### config.mk
export PLATFORM = sky130hd
export DESIGN_NAME = hfla_flags
export DESIGN_NICKNAME = d
export VERILOG_FILES = /design/src/hw/rtl/hfla_pkg.sv /design/src/hw/rtl/hfla_flags.sv
export SDC_FILE = /design/constraint.sdc
export NUM_CORES = 1
export LEC_CHECK = 0
export ABC_CLOCK_PERIOD_IN_PS = 2700
export BUFFER_PORTS_ARGS = -buffer_cell sky130_fd_sc_hd__buf_2
export CORE_ASPECT_RATIO = 1.1
export CORE_MARGIN = 3
export CORE_UTILIZATION = 35
export DETAILED_ROUTE_END_ITERATION = 12
export MAX_ROUTING_LAYER = met4
export PLACE_DENSITY = 0.49
export SLEW_MARGIN = 20
export SYNTH_ARGS = -nofsm -noshare
export SYNTH_HDL_FRONTEND = slang
export SYNTH_SLANG_ARGS = --single-unit
### constraint.sdc
create_clock -name clk -period 2.7 [get_ports clk]
set_input_delay 0.135 -clock clk [delete_from_list [all_inputs] [get_ports clk]]
set_output_delay 0.135 -clock clk [all_outputs]
set_load 0.01 [all_outputs]
### src/hw/rtl/hfla_pkg.sv
// ----------------------------------------------------------------------------
// hfla_pkg
// Shared types and constants of the handle free-list allocator.
// ----------------------------------------------------------------------------
package hfla_pkg;

	localparam int OP_W     = 2;
	localparam int HANDLE_W = 8;
	localparam int WORD_W   = 32;
	localparam int COUNT_W  = 9;

	// operation codes
	localparam logic [OP_W-1:0] OP_ALLOC          = 2'd0;
	localparam logic [OP_W-1:0] OP_FREE           = 2'd1;
	localparam logic [OP_W-1:0] OP_RELEASE_LOWEST = 2'd2;

	// flags are summarized in groups of this many for the lowest-entry search
	localparam int GROUP_LOG2 = 4;
	localparam int GROUP_SIZE = 1 << GROUP_LOG2;

	typedef struct packed {
		logic [OP_W-1:0]     op;
		logic [WORD_W-1:0]   payload_in;
		logic [HANDLE_W-1:0] handle_in;
	} req_t;

	typedef struct packed {
		logic                ok;
		logic [HANDLE_W-1:0] handle_out;
		logic [WORD_W-1:0]   payload_out;
		logic [COUNT_W-1:0]  used_count;
	} rsp_t;

	typedef struct packed {
		logic clear_all;
		logic set_en;
		logic clr_en;
		logic grp_en;
	} flag_ctl_t;

endpackage

### src/hw/rtl/hfla_flags.sv
// ----------------------------------------------------------------------------
// hfla_flags
// In-use flags with a registered group summary and a two-step search for
// the lowest in-use handle.
// ----------------------------------------------------------------------------
module hfla_flags #(
	parameter int  MAX_HANDLES = 256,
	localparam int HW          = (MAX_HANDLES > 1) ? $clog2(MAX_HANDLES) : 1,
	localparam int GROUPS      = (MAX_HANDLES + hfla_pkg::GROUP_SIZE - 1) / hfla_pkg::GROUP_SIZE,
	localparam int GW          = (GROUPS > 1) ? $clog2(GROUPS) : 1
) (
	input  logic                clk,
	input  logic                arst_n,
	input  hfla_pkg::flag_ctl_t ctl,
	input  logic [HW-1:0]       idx,
	input  logic [HW-1:0]       query,
	output logic                hit,
	output logic [HW-1:0]       lowest
);

	logic [MAX_HANDLES-1:0]                   flags_q;
	logic [GROUPS*hfla_pkg::GROUP_SIZE-1:0]   flags_pad;
	logic [GROUPS-1:0]                        group_any_q;
	logic [GW-1:0]                            grp_sel;
	logic [GW-1:0]                            grp_q;
	logic [hfla_pkg::GROUP_SIZE-1:0]          grp_bits;
	logic [hfla_pkg::GROUP_LOG2-1:0]          bit_sel;

	always_ff @(posedge clk or negedge arst_n) begin
		if (!arst_n) begin
			flags_q <= '0;
		end else if (ctl.clear_all) begin
			flags_q <= '0;
		end else begin
			if (ctl.set_en) begin
				flags_q[idx] <= 1'b1;
			end
			if (ctl.clr_en) begin
				flags_q[idx] <= 1'b0;
			end
		end
	end

	always_comb begin
		flags_pad = '0;
		flags_pad[MAX_HANDLES-1:0] = flags_q;
	end

	// group summary is a registered copy of the per-group OR of the flags
	always_ff @(posedge clk or negedge arst_n) begin
		if (!arst_n) begin
			group_any_q <= '0;
		end else begin
			for (int k = 0; k < GROUPS; k++) begin
				group_any_q[k] <= |flags_pad[k*hfla_pkg::GROUP_SIZE +: hfla_pkg::GROUP_SIZE];
			end
		end
	end

	always_comb begin
		grp_sel = '0;
		for (int k = GROUPS - 1; k >= 0; k--) begin
			if (group_any_q[k]) begin
				grp_sel = GW'(k);
			end
		end
	end

	always_ff @(posedge clk or negedge arst_n) begin
		if (!arst_n) begin
			grp_q <= '0;
		end else if (ctl.grp_en) begin
			grp_q <= grp_sel;
		end
	end

	always_comb begin
		grp_bits = flags_pad[grp_q*hfla_pkg::GROUP_SIZE +: hfla_pkg::GROUP_SIZE];
		bit_sel  = '0;
		for (int j = hfla_pkg::GROUP_SIZE - 1; j >= 0; j--) begin
			if (grp_bits[j]) begin
				bit_sel = hfla_pkg::GROUP_LOG2'(j);
			end
		end
	end

	assign lowest = HW'({grp_q, bit_sel});
	assign hit    = flags_pad[query];

endmodule

==> flow_summary.ini <==
[status]
status = finished with violations
violations = negative setup slack

[clocking]
clkLatencyLatePin_ns = 0.55
cts.path.max_buffers = 3
cts-htree-levels = 2
clock-sinks = 276
clk_pin_slew_ns = 0.06
cts_tree = built
cts_made_buffers = 34
cts_root_buf = clkbuf_16

[timing]
relSlewSlack = 0.4858
setup_violations = 5
drv_slew = 0
finalHoldViolCount = 0
finClkSkew_ns = 0.007935
fmax_mhz = 301.4
worst_pin_slew_ns = 0.7713
setup_ws_ns = -0.6176
final.period_utilization = 1.229
min_period_ns = 3.318
grt_setup_unrepaired = yes

[power_and_ir_drop]
p_total_mw = 10.07
ir_worst_vdd_v = 0.0002550
p_leak_nw = 7.631
cellPowerDensity_nw_per_um2 = 523.5

[detailed_routing]
drt-vias-per-instance = 6.710
wl_per_cell_um = 33.07
detail_route.first_pass.iterations = 5
wl_um = 71040
drtIter0Drc = 1964
vias = 14410
final_antenna_net_count = 0
drc = 0

[global_route]
grt_busiest_layer = met2
grt_pass1_wl_um = 104100
grt_pass1_vias = 14320
grtUsageMet2 = 0.4782
gr-total-overflow = 0
use_met1 = 0.4119
grt_max_degree = 88
grt_usage = 0.3098
antenna_found_initial = 1
grt_use_met3 = 0.05085

[setup_path]
path_cells = buf_12 -> buf_12 -> mux4_2 -> a22o_4 -> a221o_1 -> a211oi_2 -> o21ai_2 -> a21boi_2 -> o311a_1 -> buf_2
slowest_stage = dfrtp_4
arrival_ns = 3.18
reg2reg_to = grp_q[0]
critical_path_required_ns = 2.57
cpPeakStageDelay_ns = 0.50
r2r_slack_ns = 1.07
cp_max_fo = 4
r2r_start = group_any_q[14]
cp_common_cell = buf_12
crit_path_end_kind = output port
ff2ff_path_depth = 7
start_kind = flip-flop
crit_type = reg -> out

[yosys]
synthArstFlopShare = 1.000
synth_edf_count = 0
synth_cell_types = 44
syn_area_um2 = 15600
syn-instance-count = 1388
synth_nets = 1410
synth_flop_cell = dfrtp_1
ys_seq_area_frac = 0.4426
yosysWarnings = 0
avgSynthCellArea_um2 = 11.24
ys_ff_latch = 276

[place]
hpwlAfterDp_um = 49730
dp.cells = 2074
place_congestion = 0.9620
port_buffers = 30
place_ws_ns = -0.2136
placed_cell_area_um2 = 17850

[finish]
n_fill_cell = 4088
multi_input_area_um2 = 8239
fin_cells = 2148
final_nets = 1570
layout-drive-gt1-share = 0.3189
design_area_um2 = 19230
seq_area_um2 = 6914
synthToLayoutAreaGrowth_pct = 23.25
antenna_cells = 0

[floorplanning]
die_y_um = 227.5
core_um2 = 43740
rows = 80
io_pins = 31
initial_core_util = 0.3567
die_area_um2 = 47150
die_w_um = 207.3

[flow_run]
maxCapViolCount = 0

[min_path]
hold_class = in -> async
flip-flops by register name, indices dropped and copies added (netlist names):
| signal | cells |
|---|---|
| flags_pad | 256 |
| grp_q | 4 |
| group_any_q | 16 |
worst max-delay path: cells and delay by family, from the launching register on:
kind	cells	cell delay, ns
AOI/OAI and AO/OA	6	1.28
buffers and inverters	3	0.42
DFF	1	0.50
muxes	1	0.43
area by class of cell:
cell class / count / area share
Sequential cell: 276 / 0.3595
Multi-Input combinational cell: 954 / 0.4284
Clock buffer: 52 / 0.05211
Clock inverter: 10 / 0.002863
Timing Repair Buffer: 274 / 0.1182
Inverter: 8 / 0.001561
Tap cell: 574 / 0.03735
how the worst max path moves through the flow:
| stage | startpoint | endpoint | cells past startpoint |
|---|---|---|---|
| after CTS | grp_q[0] | lowest[0] | 11 |
| after global placement | grp_q[0] | lowest[3] | 6 |
| final | grp_q[0] | lowest[1] | 10 |
| after floorplan | grp_q[1] | lowest[3] | 6 |
| after global routing | grp_q[0] | lowest[1] | 10 |
| after detailed placement | grp_q[0] | lowest[3] | 8 |
where the power goes:
group	total [mW]	leakage (nW)	internal (mW)	switching (mW)
Clock	4.47	0.517	2.57	1.90
Sequential	4.20	3.85	4.17	0.0350
Combinational	1.40	3.27	0.534	0.863
layout by cell type, fill, tap and decap left out, types with 5 or more instances in the layout:
| cell type | Yosys | layout |
|---|---|---|
| buf_6 | 4 | 7 |
| clkbuf_1 | 122 | 13 |
| mux4_2 | 131 | 131 |
| nand2_1 | 26 | 25 |
| nor2_2 | 0 | 12 |
| a21oi_1 | 271 | 270 |
| nor4_1 | 65 | 64 |
| buf_12 | 1 | 16 |
| nand2b_1 | 7 | 7 |
| a211oi_1 | 263 | 257 |
| buf_4 | 3 | 218 |
| clkbuf_16 | 0 | 37 |
| a22o_1 | 11 | 8 |
| nor2_1 | 60 | 48 |
| buf_2 | 16 | 26 |
| nand4_1 | 17 | 17 |
| clkinv_2 | 0 | 8 |
| nor2b_1 | 7 | 6 |
| dfrtp_1 | 276 | 274 |
| a22oi_1 | 36 | 33 |
| a221oi_2 | 2 | 5 |
| inv_1 | 8 | 8 |
| a211oi_2 | 0 | 5 |
| nor3_2 | 1 | 6 |
| nand3_1 | 9 | 9 |
cell families (layout without fill, tap and decap cells):
kind of cell,count (synthesis),after routing,synth area share
AO/OA/AOI/OAI,608,608,0.2506
buffers and inverters,158,344,0.04298
flip-flops,276,276,0.4426
multiplexers,133,133,0.1924
AND/OR/NAND/NOR,213,213,0.07137
timing repair:
| item | in CTS | in global routing |
|---|---|---|
| pin swaps | 18 | 6 |
| setup endpoints to repair | 5 | 5 |
| endpoints found under the hold margin | 81 | 0 |
| setup buffers | 9 | 0 |
| cloned | 1 | 0 |
| hold buffers | 2 | 0 |
| gates resized for setup | 35 | 7 |
through the flow:
step / util / TNS, ns / hold slack (ns)
floorplan: - / 0 / -0.1606
global placement: 0.4081 / -0.6433 / 0.2044
detailed placement: 0.4081 / -0.6565 / 0.2075
CTS: 0.4389 / -2.598 / 0.2148
global route: 0.4396 / -2.913 / 0.2421
finish: 0.4396 / -2.488 / 0.1584
cells in the mapped netlist (all sizes together) (2+ instances only):
cell type,count,area (um^2)
dfrtp,276,6907
a21oi,271,1356
a211oi,263,1974
mux4,133,3003
clkbuf,122,457.9
nor4,65,406.6
nor2,60,225.2
a22oi,36,270.3
buf,28,182.7
nand2,26,97.59
nand4,17,106.4
a22o,11,96.34
nand3,9,45.04
nor3,9,50.05
a221oi,8,82.58
inv,8,30.03
o21ai,8,40.04
nand2b,7,43.79
nor2b,7,43.79
nand3b,4,30.03
and2,3,18.77
o31ai,2,15.01
or3b,2,17.52
per-layer routing:
layer	vias up	routed length, um
met3	178	5998
li1	5972	-
met2	835	32460
met4	0	3355
met5	-	0
met1	7428	29230
Note: power is estimated with default switching activity, not from simulation.
